<file path="config.mk">
export PLATFORM = sky130hd
export DESIGN_NAME = touch_tap_detector_core_flat
export DESIGN_NICKNAME = d
export VERILOG_FILES = /design/src/sv/ttd_pkg.sv /design/src/sv/ttd_poll_if.sv /design/src/sv/ttd_result_if.sv /design/src/sv/ttd_drift.sv /design/src/sv/touch_tap_detector_core.sv /design/src/flat_wrapper.sv
export SDC_FILE = /design/constraint.sdc
export NUM_CORES = 1
export LEC_CHECK = 0
export BUFFER_PORTS_ARGS = -buffer_cell sky130_fd_sc_hd__buf_4
export CAP_MARGIN = 10
export CORE_MARGIN = 2
export CORE_UTILIZATION = 35
export CTS_CLUSTER_DIAMETER = 150
export DETAILED_ROUTE_END_ITERATION = 10
export PLACE_DENSITY = 0.61
export SLEW_MARGIN = 20
export SYNTH_ARGS = -nofsm -noshare
export SYNTH_HDL_FRONTEND = slang
export SYNTH_HIERARCHICAL = 1
export SYNTH_SLANG_ARGS = --single-unit
export TNS_END_PERCENT = 10
</file>
<file path="constraint.sdc">
create_clock -name clk -period 5 [get_ports clk]
set_input_delay 0.25 -clock clk [delete_from_list [all_inputs] [get_ports clk]]
set_output_delay 0.25 -clock clk [all_outputs]
set_load 0.01 [all_outputs]
</file>
<file path="src/sv/ttd_pkg.sv">
// Shared constants and types for the touch tap detector.
package ttd_pkg;

    localparam int TIME_W  = 32;
    localparam int HOLD_W  = 16;
    localparam int DRIFT_W = 13;
    localparam int COORD_W = 12;
    localparam int BYTE_W  = 8;
    localparam int CFG_IDX_W = 2;
    localparam int CFG_DATA_W = 16;

    typedef logic [COORD_W-1:0] coord_t;
    typedef logic [DRIFT_W-1:0] drift_t;
    typedef logic [HOLD_W-1:0]  hold_t;
    typedef logic [TIME_W-1:0]  time_t;

    localparam logic [CFG_IDX_W-1:0] REG_MIN_HOLD  = 2'd0;
    localparam logic [CFG_IDX_W-1:0] REG_MAX_HOLD  = 2'd1;
    localparam logic [CFG_IDX_W-1:0] REG_MAX_DRIFT = 2'd2;

    localparam hold_t  RST_MIN_HOLD  = 16'd15;
    localparam hold_t  RST_MAX_HOLD  = 16'd700;
    localparam drift_t RST_MAX_DRIFT = 13'd40;

    localparam logic [3:0] TOUCH_MASK = 4'hF;

endpackage

</file>
<file path="src/sv/ttd_poll_if.sv">
// Poll channel: one controller poll per transaction.
interface ttd_poll_if
    import ttd_pkg::*;
();
    logic              valid;
    logic              ready;
    logic [TIME_W-1:0] now_ms;
    logic              status_ok;
    logic [BYTE_W-1:0] status_byte;
    logic              point_ok;
    logic [BYTE_W-1:0] x_high;
    logic [BYTE_W-1:0] x_low;
    logic [BYTE_W-1:0] y_high;
    logic [BYTE_W-1:0] y_low;

    modport source (
        output valid, now_ms, status_ok, status_byte, point_ok,
               x_high, x_low, y_high, y_low,
        input  ready
    );

    modport sink (
        input  valid, now_ms, status_ok, status_byte, point_ok,
               x_high, x_low, y_high, y_low,
        output ready
    );
endinterface

</file>
<file path="src/sv/ttd_result_if.sv">
// Result channel: one tap/pressed report per transaction.
interface ttd_result_if
    import ttd_pkg::*;
();
    logic valid;
    logic ready;
    logic tap;
    logic pressed;

    modport source (
        output valid, tap, pressed,
        input  ready
    );

    modport sink (
        input  valid, tap, pressed,
        output ready
    );
endinterface

</file>
<file path="src/sv/ttd_drift.sv">
// Bit-serial drift unit: dx*dx + dy*dy by shift-add, then a rounded bit-by-bit square root.
module ttd_drift
    import ttd_pkg::*;
(
    input  logic   clk,
    input  logic   rst_n,
    input  logic   start,
    input  coord_t dx,
    input  coord_t dy,
    output logic   done,
    output drift_t drift
);

    localparam logic [1:0] P_IDLE  = 2'd0;
    localparam logic [1:0] P_MUL   = 2'd1;
    localparam logic [1:0] P_ROOT  = 2'd2;
    localparam logic [1:0] P_ROUND = 2'd3;

    localparam int RAD_W = 2 * DRIFT_W;
    localparam int REM_W = DRIFT_W + 3;
    localparam logic [3:0] MUL_LAST  = 4'(COORD_W - 1);
    localparam logic [3:0] ROOT_LAST = 4'(DRIFT_W - 1);

    logic [1:0]       phase_reg, phase_next;
    logic [3:0]       cnt_reg, cnt_next;
    coord_t           dx_reg, dx_next;
    coord_t           dy_reg, dy_next;
    coord_t           mx_reg, mx_next;
    coord_t           my_reg, my_next;
    logic [RAD_W-1:0] acc_reg, acc_next;
    logic [REM_W-1:0] rem_reg, rem_next;
    drift_t           root_reg, root_next;
    logic             done_reg, done_next;
    drift_t           drift_reg, drift_next;

    logic [REM_W-1:0] rem_shift;
    logic [REM_W-1:0] trial;

    always_comb
    begin
        phase_next = phase_reg;
        cnt_next   = cnt_reg;
        dx_next    = dx_reg;
        dy_next    = dy_reg;
        mx_next    = mx_reg;
        my_next    = my_reg;
        acc_next   = acc_reg;
        rem_next   = rem_reg;
        root_next  = root_reg;
        done_next  = 1'b0;
        drift_next = drift_reg;
        rem_shift  = {rem_reg[REM_W-3:0], acc_reg[RAD_W-1 -: 2]};
        trial      = {1'b0, root_reg, 2'b01};

        case (phase_reg)
            P_IDLE:
            begin
                if (start)
                begin
                    dx_next    = dx;
                    dy_next    = dy;
                    mx_next    = dx;
                    my_next    = dy;
                    acc_next   = '0;
                    cnt_next   = '0;
                    phase_next = P_MUL;
                end
            end
            P_MUL:
            begin
                acc_next = {acc_reg[RAD_W-2:0], 1'b0}
                         + (mx_reg[COORD_W-1] ? RAD_W'(dx_reg) : '0)
                         + (my_reg[COORD_W-1] ? RAD_W'(dy_reg) : '0);
                mx_next  = {mx_reg[COORD_W-2:0], 1'b0};
                my_next  = {my_reg[COORD_W-2:0], 1'b0};
                cnt_next = cnt_reg + 4'd1;
                if (cnt_reg == MUL_LAST)
                begin
                    cnt_next   = '0;
                    rem_next   = '0;
                    root_next  = '0;
                    phase_next = P_ROOT;
                end
            end
            P_ROOT:
            begin
                if (rem_shift >= trial)
                begin
                    rem_next  = rem_shift - trial;
                    root_next = {root_reg[DRIFT_W-2:0], 1'b1};
                end
                else
                begin
                    rem_next  = rem_shift;
                    root_next = {root_reg[DRIFT_W-2:0], 1'b0};
                end
                acc_next = {acc_reg[RAD_W-3:0], 2'b00};
                cnt_next = cnt_reg + 4'd1;
                if (cnt_reg == ROOT_LAST)
                begin
                    phase_next = P_ROUND;
                end
            end
            P_ROUND:
            begin
                // Round half up: the remainder exceeds the root exactly when s > r*r + r.
                drift_next = root_reg + ((rem_reg > REM_W'(root_reg)) ? 13'd1 : 13'd0);
                done_next  = 1'b1;
                phase_next = P_IDLE;
            end
            default:
            begin
                phase_next = P_IDLE;
            end
        endcase
    end

    always_ff @(posedge clk or negedge rst_n)
    begin
        if (!rst_n)
        begin
            phase_reg <= P_IDLE;
            cnt_reg   <= '0;
            done_reg  <= 1'b0;
        end
        else
        begin
            phase_reg <= phase_next;
            cnt_reg   <= cnt_next;
            done_reg  <= done_next;
        end
    end

    always_ff @(posedge clk)
    begin
        dx_reg    <= dx_next;
        dy_reg    <= dy_next;
        mx_reg    <= mx_next;
        my_reg    <= my_next;
        acc_reg   <= acc_next;
        rem_reg   <= rem_next;
        root_reg  <= root_next;
        drift_reg <= drift_next;
    end

    assign done  = done_reg;
    assign drift = drift_reg;

endmodule

</file>
<file path="src/sv/touch_tap_detector_core.sv">
// Touch tap detector: press tracking, peak drift and tap qualification.
//
//  Channel   Direction  Transaction
//  poll      in         one controller poll (time, status, one point)
//  result    out        tap and pressed flags for that poll
//  cfg_*     in         register write, no handshake
//
// A poll that reports a held point holds off the next poll while the drift
// unit runs its shift-add squaring, square-root digits and rounding, and
// the peak is updated. Every other poll leaves the core ready for the next.
// Its result is loaded into the output register at acceptance, so a stalled
// result only holds off polls while that register is still full.
// Reset clears the press state, the peak drift and the registers to defaults.
module touch_tap_detector_core
    import ttd_pkg::*;
(
    input  logic                  clk,
    input  logic                  rst_n,
    input  logic                  cfg_we,
    input  logic [CFG_IDX_W-1:0]  cfg_index,
    input  logic [CFG_DATA_W-1:0] cfg_wdata,
    ttd_poll_if.sink              poll,
    ttd_result_if.source          result
);

    localparam logic S_IDLE = 1'b0;
    localparam logic S_BUSY = 1'b1;

    hold_t  min_hold_reg, min_hold_next;
    hold_t  max_hold_reg, max_hold_next;
    drift_t max_drift_reg, max_drift_next;

    logic   state_reg, state_next;
    logic   contact_reg, contact_next;
    coord_t start_x_reg, start_x_next;
    coord_t start_y_reg, start_y_next;
    drift_t peak_reg, peak_next;
    time_t  press_time_reg, press_time_next;

    logic   out_valid_reg, out_valid_next;
    logic   out_tap_reg, out_tap_next;
    logic   out_pressed_reg, out_pressed_next;

    logic   accept;
    logic   touching;
    coord_t px;
    coord_t py;
    coord_t dx;
    coord_t dy;
    time_t  held;
    logic   qualifies;
    logic   drift_start;
    logic   drift_done;
    drift_t drift;

    assign poll.ready = (state_reg == S_IDLE) && (!out_valid_reg || result.ready);
    assign accept     = poll.valid && poll.ready;
    assign touching   = (poll.status_byte[3:0] & TOUCH_MASK) != 4'd0;
    assign px         = {poll.x_high[3:0], poll.x_low};
    assign py         = {poll.y_high[3:0], poll.y_low};
    assign dx         = (px >= start_x_reg) ? px - start_x_reg : start_x_reg - px;
    assign dy         = (py >= start_y_reg) ? py - start_y_reg : start_y_reg - py;
    assign held       = poll.now_ms - press_time_reg;
    assign qualifies  = (held >= TIME_W'(min_hold_reg)) && (held <= TIME_W'(max_hold_reg))
                      && (peak_reg <= max_drift_reg);

    assign drift_start = accept && poll.status_ok && contact_reg && touching && poll.point_ok;

    ttd_drift u_drift (
        .clk   (clk),
        .rst_n (rst_n),
        .start (drift_start),
        .dx    (dx),
        .dy    (dy),
        .done  (drift_done),
        .drift (drift)
    );

    always_comb
    begin
        min_hold_next  = min_hold_reg;
        max_hold_next  = max_hold_reg;
        max_drift_next = max_drift_reg;
        if (cfg_we)
        begin
            case (cfg_index)
                REG_MIN_HOLD:  min_hold_next  = cfg_wdata[HOLD_W-1:0];
                REG_MAX_HOLD:  max_hold_next  = cfg_wdata[HOLD_W-1:0];
                REG_MAX_DRIFT: max_drift_next = cfg_wdata[DRIFT_W-1:0];
                default:       ;
            endcase
        end
    end

    always_comb
    begin
        state_next       = state_reg;
        contact_next     = contact_reg;
        start_x_next     = start_x_reg;
        start_y_next     = start_y_reg;
        peak_next        = peak_reg;
        press_time_next  = press_time_reg;
        out_valid_next   = out_valid_reg && !result.ready;
        out_tap_next     = out_tap_reg;
        out_pressed_next = out_pressed_reg;

        case (state_reg)
            S_IDLE:
            begin
                if (accept)
                begin
                    out_valid_next   = 1'b1;
                    out_tap_next     = 1'b0;
                    out_pressed_next = contact_reg;
                    if (poll.status_ok)
                    begin
                        if (!contact_reg)
                        begin
                            if (touching && poll.point_ok)
                            begin
                                start_x_next     = px;
                                start_y_next     = py;
                                peak_next        = '0;
                                press_time_next  = poll.now_ms;
                                contact_next     = 1'b1;
                                out_pressed_next = 1'b1;
                            end
                        end
                        else if (touching)
                        begin
                            if (poll.point_ok)
                            begin
                                state_next = S_BUSY;
                            end
                        end
                        else
                        begin
                            contact_next     = 1'b0;
                            out_pressed_next = 1'b0;
                            out_tap_next     = qualifies;
                        end
                    end
                end
            end
            S_BUSY:
            begin
                if (drift_done)
                begin
                    if (drift > peak_reg)
                    begin
                        peak_next = drift;
                    end
                    state_next = S_IDLE;
                end
            end
            default:
            begin
                state_next = S_IDLE;
            end
        endcase
    end

    always_ff @(posedge clk or negedge rst_n)
    begin
        if (!rst_n)
        begin
            min_hold_reg  <= RST_MIN_HOLD;
            max_hold_reg  <= RST_MAX_HOLD;
            max_drift_reg <= RST_MAX_DRIFT;
            state_reg     <= S_IDLE;
            contact_reg   <= 1'b0;
            peak_reg      <= '0;
            out_valid_reg <= 1'b0;
        end
        else
        begin
            min_hold_reg  <= min_hold_next;
            max_hold_reg  <= max_hold_next;
            max_drift_reg <= max_drift_next;
            state_reg     <= state_next;
            contact_reg   <= contact_next;
            peak_reg      <= peak_next;
            out_valid_reg <= out_valid_next;
        end
    end

    always_ff @(posedge clk)
    begin
        start_x_reg     <= start_x_next;
        start_y_reg     <= start_y_next;
        press_time_reg  <= press_time_next;
        out_tap_reg     <= out_tap_next;
        out_pressed_reg <= out_pressed_next;
    end

    assign result.valid   = out_valid_reg;
    assign result.tap     = out_tap_reg;
    assign result.pressed = out_pressed_reg;

endmodule

</file>
<file path="src/flat_wrapper.sv">
// flat-port wrapper written by rule: the top's interface ports become plain ports
module touch_tap_detector_core_flat import ttd_pkg::*;
  (clk, rst_n, cfg_we, cfg_index, cfg_wdata, poll_valid, poll_now_ms, poll_status_ok, poll_status_byte, poll_point_ok, poll_x_high, poll_x_low, poll_y_high, poll_y_low, poll_ready, result_valid, result_tap, result_pressed, result_ready);
  ttd_poll_if poll_i ();
  ttd_result_if result_i ();
  input  logic clk;
  input  logic rst_n;
  input  logic cfg_we;
  input  logic [CFG_IDX_W-1:0] cfg_index;
  input  logic [CFG_DATA_W-1:0] cfg_wdata;
  input wire logic [$bits(poll_i.valid)-1:0] poll_valid;
  input wire logic [$bits(poll_i.now_ms)-1:0] poll_now_ms;
  input wire logic [$bits(poll_i.status_ok)-1:0] poll_status_ok;
  input wire logic [$bits(poll_i.status_byte)-1:0] poll_status_byte;
  input wire logic [$bits(poll_i.point_ok)-1:0] poll_point_ok;
  input wire logic [$bits(poll_i.x_high)-1:0] poll_x_high;
  input wire logic [$bits(poll_i.x_low)-1:0] poll_x_low;
  input wire logic [$bits(poll_i.y_high)-1:0] poll_y_high;
  input wire logic [$bits(poll_i.y_low)-1:0] poll_y_low;
  output wire logic [$bits(poll_i.ready)-1:0] poll_ready;
  output wire logic [$bits(result_i.valid)-1:0] result_valid;
  output wire logic [$bits(result_i.tap)-1:0] result_tap;
  output wire logic [$bits(result_i.pressed)-1:0] result_pressed;
  input wire logic [$bits(result_i.ready)-1:0] result_ready;
  assign poll_i.valid = poll_valid;
  assign poll_i.now_ms = poll_now_ms;
  assign poll_i.status_ok = poll_status_ok;
  assign poll_i.status_byte = poll_status_byte;
  assign poll_i.point_ok = poll_point_ok;
  assign poll_i.x_high = poll_x_high;
  assign poll_i.x_low = poll_x_low;
  assign poll_i.y_high = poll_y_high;
  assign poll_i.y_low = poll_y_low;
  assign poll_ready = poll_i.ready;
  assign result_valid = result_i.valid;
  assign result_tap = result_i.tap;
  assign result_pressed = result_i.pressed;
  assign result_i.ready = result_ready;
  touch_tap_detector_core u_core (.clk(clk), .rst_n(rst_n), .cfg_we(cfg_we), .cfg_index(cfg_index), .cfg_wdata(cfg_wdata), .poll(poll_i), .result(result_i));
endmodule
</file>
# Yosys cells after proc, flatten, opt, wreduce, memory -nomap -nowiden
# Index checks and enable logic that the tools add are counted.
# word_totals
register_bits	242
in_bits	97
out_inout_bits	4
wordCells	136
# op_classes
addsub	10
n_lt_le_gt_ge	8
eq_ne	16
n_mux	45
bitwise_logic	3
reduce_logical	31
# ops
cell	n
two-way mux 13 bit	7
one-hot mux 26 bit (3 select lines)	1
two-way mux 12 bit	6
one-hot mux 13 bit (2 select lines)	2
one-hot mux 12 bit (2 select lines)	2
subtractor 12 bit	4
greater-or-equal comparator 32 x 16 -> 1 bit	1
less-or-equal comparator 32 x 16 -> 1 bit	1
two-way mux 16 bit	2
one-hot mux 16 bit (2 select lines)	1
subtractor 32 bit	1
adder 26 x 12 -> 26 bit	1
adder 26 bit	1
two-way mux 26 bit	1
greater-or-equal comparator 12 bit	2
greater-or-equal comparator 16 x 15 -> 1 bit	1
> comparator 16 x 13 -> 1 bit	1
AND reduction 2 bit	8
subtractor 16 x 15 -> 16 bit	1
two-way mux 1 bit	15
!= test 2 bit, second input constant	7
adder 13 x 1 -> 13 bit	1
> comparator 13 bit	1
less-or-equal comparator 13 bit	1
other kinds (22)	44

# Logic depth before layout (Yosys ltp)
# logic_depth
ltp_word	10
ltp_mapped	18
depth_no_buf	18

# Modules after synthesis
# Netlist, hierarchy kept.
# by_module_without_submodules
mod	instances	cells_each	area_per_inst_um2	seq_area_each_um2
touch_tap_detector_core	1	1029	9735.6	3283.1
ttd_drift	1	595	6994.2	3658.5

# Worst setup path before layout
# Ideal clock, no wire load.
# synth_path
path_kind	reg-to-reg
from	reg u_core.press_time_reg[0]
to	reg u_core.out_tap_reg, in the netlist u_core/result.tap, data pin
setup_time_ns	0.170
arrival_time_ns	3.433
required_ns	4.830
path_slack_ns	1.398
stages_incl_launch_ff	15
n_path_buf	0
synth_period_minus_slack_ns	3.602
path_cell_list	edfxtp_1 -> ha_1 -> fa_1 -> nand2b_1 -> a21oi_2 -> o21ai_0 -> o311ai_0 -> xor2_1 -> ha_1 -> nand4_1 -> or4_1 -> a211oi_1 -> and4_1 -> nand4_1 -> nor4_2
# synth_between
elab_chain_cells	4
word_cells_on_any_way	5
cone_classes	add/sub: 1; order compare: 2; reduce/logical: 2
# synth_lines
item	line	rtl
from (decl)	touch_tap_detector_core.sv:38	time_t press_time_reg, press_time_next;
from (signal assigned)	touch_tap_detector_core.sv:191	press_time_reg <= press_time_next;
subtractor 32 bit *	touch_tap_detector_core.sv:63	assign held = poll.now_ms - press_time_reg;
greater-or-equal comparator 32 x 16 -> 1 bit / less-or-equal comparator 32 x 16 -> 1 bit (equally long branches)	touch_tap_detector_core.sv:64	assign qualifies = (held >= TIME_W'(min_hold_reg)) && (held <= TIME_W'(max_hold_reg))
logical AND 1 bit *	touch_tap_detector_core.sv:64	
logical AND 1 bit *	touch_tap_detector_core.sv:65	&& (peak_reg <= max_drift_reg);
to (signal assigned)	touch_tap_detector_core.sv:192	out_tap_reg <= out_tap_next;
to (decl)	touch_tap_detector_core.sv:41	logic out_tap_reg, out_tap_next;
# Mark *: on every way between the ends. The rest lies on a longest branch, timed or not.
# A chain may end at the register's enable or synchronous reset.

# Final worst setup path
# Ends and elaborated chain as after synthesis.

==> impl_metrics.py <==
metrics = {
    "min_path": {
        "worstHoldEndpoint": "u_core/result.valid",
        "min-delay-start": "result_ready",
        "hold_class": "input pin to flop",
        "min_path_cells": 3,
    },
    "sta": {
        "final_hold_viol_count": 0,
        "finalCritPeriodShare_pct": 80.6,
        "setup_viol": 0,
        "rsz0062_at_grt": "no",
        "slew_viol_final": 0,
        "clock.fmax_mhz": 248,
        "worst_pin_slew_ns": 0.975,
        "setup_tns_ns": 0,
        "min_period_ns": 4.03,
        "finClkSkew_ns": 0.0101,
        "slew_headroom_pct": 34.8,
    },
    "setup_path": {
        "worst_path_max_delay_cell": "or4_1",
        "slowest_delay_ns": 0.44,
        "cp-startpoint": "u_core/press_time_reg[0]",
        "worstReg2RegEnd": "u_core/result.tap",
        "cp_cell_sequence": "ha_1 > fa_1 > nand2b_1 > a21oi_2 > o21ai_0 > o311ai_0 > xor2_1 > ha_1 > nand4_1 > or4_1 > a211oi_1 > and4_1 > nand4_1 > nor4_2",
        "reg2reg_from": "u_core/press_time_reg[0]",
        "start_kind": "flop",
        "arrival_ns": 4.42,
        "worstSetupEndpointType": "flop",
        "required_ns": 5.39,
        "worstPathMaxFanout": 3,
        "worst-setup-path-type": "flop to flop",
        "r2r_slack_ns": 0.97,
        "reg2reg_depth": 14,
    },
    "synthesis": {
        "syn_inst": 1624,
        "yosys_register_bits": 242,
        "ys_warn_count": 6,
        "synth_flop_cell": "edfxtp_1",
        "yosysSeqAreaShare_pct": 41.5,
        "synth.net_count": 1910,
        "synth_area_leaders": "edfxtp_1 (31%), ha_1 (13%), dfrtp_1 (8.4%), inv_1 (4.4%), mux2_2 (3.7%)",
        "synth_cell_types": 92,
        "synth_top_area_cell": "edfxtp_1",
        "synth_top_cell_area_share_pct": 31.2,
        "avgSynthCellArea_sq_um": 10.3,
        "syn_area_sq_um": 16700,
        "synth_edf_count": 174,
        "synthArstFlopShare_pct": 28.1,
    },
    "clock_tree": {
        "clock_sinks": 242,
        "cts_resized": 0,
        "clk_path_buf_depth": 3,
        "htreeDepth": 1,
        "postCtsHoldBufs": 74,
        "cts_setup_buffers": 0,
        "cts_tree": "yes",
        "cts.reportedPaths.clkPinSlew_ns": 0.06,
        "cts_buffers": 30,
        "clock_latency_ns": 0.57,
        "root_buffer": "clkbuf_16",
    },
    "global_route": {
        "overflow": 0,
        "grt_usage_pct": 14.9,
        "grt_max_degree": 69,
        "grt_pass1_vias": 12478,
        "antenna_found_initial": 4,
        "grt_pass1_wl_microns": 61600,
    },
    "pwr": {
        "finalPower_mw": 9.99,
        "max-vdd-ir-drop_mv": 0.350,
        "leakage_nw": 8.54,
        "power_density_nw_per_um2": 504,
    },
    "route": {
        "first_pass_iters": 5,
        "ant_nets": 0,
        "vias": 12356,
        "vias_per_cell": 5.10,
        "first_iter_violations": 716,
        "drc_errors": 0,
        "wl_per_cell_microns": 15.2,
        "wirelength_microns": 36700,
    },
    "cells_and_area": {
        "final_cells": 2424,
        "final_cell_mix": "inv_1 (196), edfxtp_1 (174), ha_1 (172)",
        "fillers": 4565,
        "antennaDiodeCount": 0,
        "final_common_cell": "inv_1",
        "fin_nets": 2071,
        "area_growth_pct": 18.4,
        "drive_above_1_share_pct": 14.3,
        "design_area_sq_um": 19800,
        "largest_reg_flops": 32,
    },
    "floorplanning": {
        "initial_utilization_pct": 35.3,
        "coreArea_sq_um": 47400,
        "ioPinCount": 101,
        "rows": 80,
        "die-area_sq_um": 49600,
        "die-width_microns": 223,
        "die-height_microns": 223,
    },
    "run_status": {
        "status": "complete, no violations",
    },
    "job": {
        "max-cap-violations": 0,
    },
    "placement": {
        "place_inst": 2293,
        "place_congestion": 0.857,
        "placed_cell_area_sq_um": 18000,
        "port_buffers": 88,
        "dp.final_hpwl_microns": 27300,
    },
}
[final cells by class]
type | instances | area, sq um | area share [%]
multi-input combinational | 1142 | 8830 | 44.6
tap | 615 | 769 | 3.88
timing repair buffer | 171 | 1470 | 7.43
clock inverter | 16 | 200 | 1.01
clock buffer | 40 | 851 | 4.30
sequential | 242 | 6940 | 35.0
inverter | 198 | 743 | 3.75
[metal layers]
metal / share of wire, % / up-vias / GRT usage (%)
met5: 0.13 / - / 0
met4: 2.4 / 8 / 3.66
met3: 4.1 / 63 / 2.39
met2: 47 / 242 / 25.6
met1: 47 / 5879 / 19.4
li1: - / 6164 / -
[logic make-up (layout without fill, tap and decap cells)]
logic type | count (synthesis) | count (layout) | share of synthesized area [%]
flops | 242 | 242 | 41.5
xor+xnor | 80 | 80 | 4.19
fa+ha+maj | 189 | 189 | 14.9
buf+inv | 240 | 425 | 5.81
mux | 91 | 91 | 5.86
simple gates | 424 | 424 | 12.9
compound gates | 358 | 358 | 14.8
[Yosys cell counts, types with 6 or more instances]
master     number
o2111ai_1       7
o211ai_1       17
ha_1          172
a21o_1         24
and3_1         10
edfxtp_1      174
nor3_1         30
nand4_1        21
xnor2_1        49
or3_1          11
clkbuf_1       23
a31oi_1         9
nand3_1        29
nand2_1       120
and2_1         33
inv_1         196
nor2b_1        24
a21oi_1        91
mux2i_1        36
buf_2           6
o21a_1         11
xor2_1         31
o21ai_0        69
nor2_1         83
nand2b_1       17
a221oi_1        7
buf_6           6
a21boi_0        8
a211oi_1       16
o21bai_1        9
dfstp_2        12
a22oi_1         6
nor4_1          7
o21ai_1         9
dfrtp_1        56
fa_1           17
and4_1          7
mux2_2         55
[critical path, delay by kind of cell, from the launching register on]
| family | cells | cell delay [ns] |
|---|---|---|
| simple gates | 6 | 1.35 |
| flops | 1 | 0.37 |
| fa+ha+maj | 3 | 0.95 |
| xor+xnor | 1 | 0.17 |
| compound gates | 4 | 1.02 |
[report_power, final]
part | switching [mW] | internal [mW]
sequential | 0.366 | 2.95
combinational | 2.53 | 1.85
clock | 0.897 | 1.40
[worst max-delay path by stage]
stage	end	depth (start not counted)
after floorplan	u_core/result.tap	14
after global placement	u_core/result.tap	18
after detailed placement	u_core/result.tap	16
after CTS	u_core/result.tap	14
after global routing	u_core/result.tap	17
final	u_core/result.tap	14
[through the flow]
stage / util (%) / worst slack, ns / hold WS, ns
2_1_floorplan: - / 1.40 / -0.0456
3_3_place_gp: 37.9 / 1.00 / 0.432
3_5_place_dp: 37.9 / 0.932 / 0.424
4_1_cts: 41.7 / 0.902 / 0.0221
5_1_grt: 41.7 / 0.545 / 0.0477
6_report: 41.7 / 0.969 / 0.0565
No activity file was read; power rests on OpenSTA's default activity.
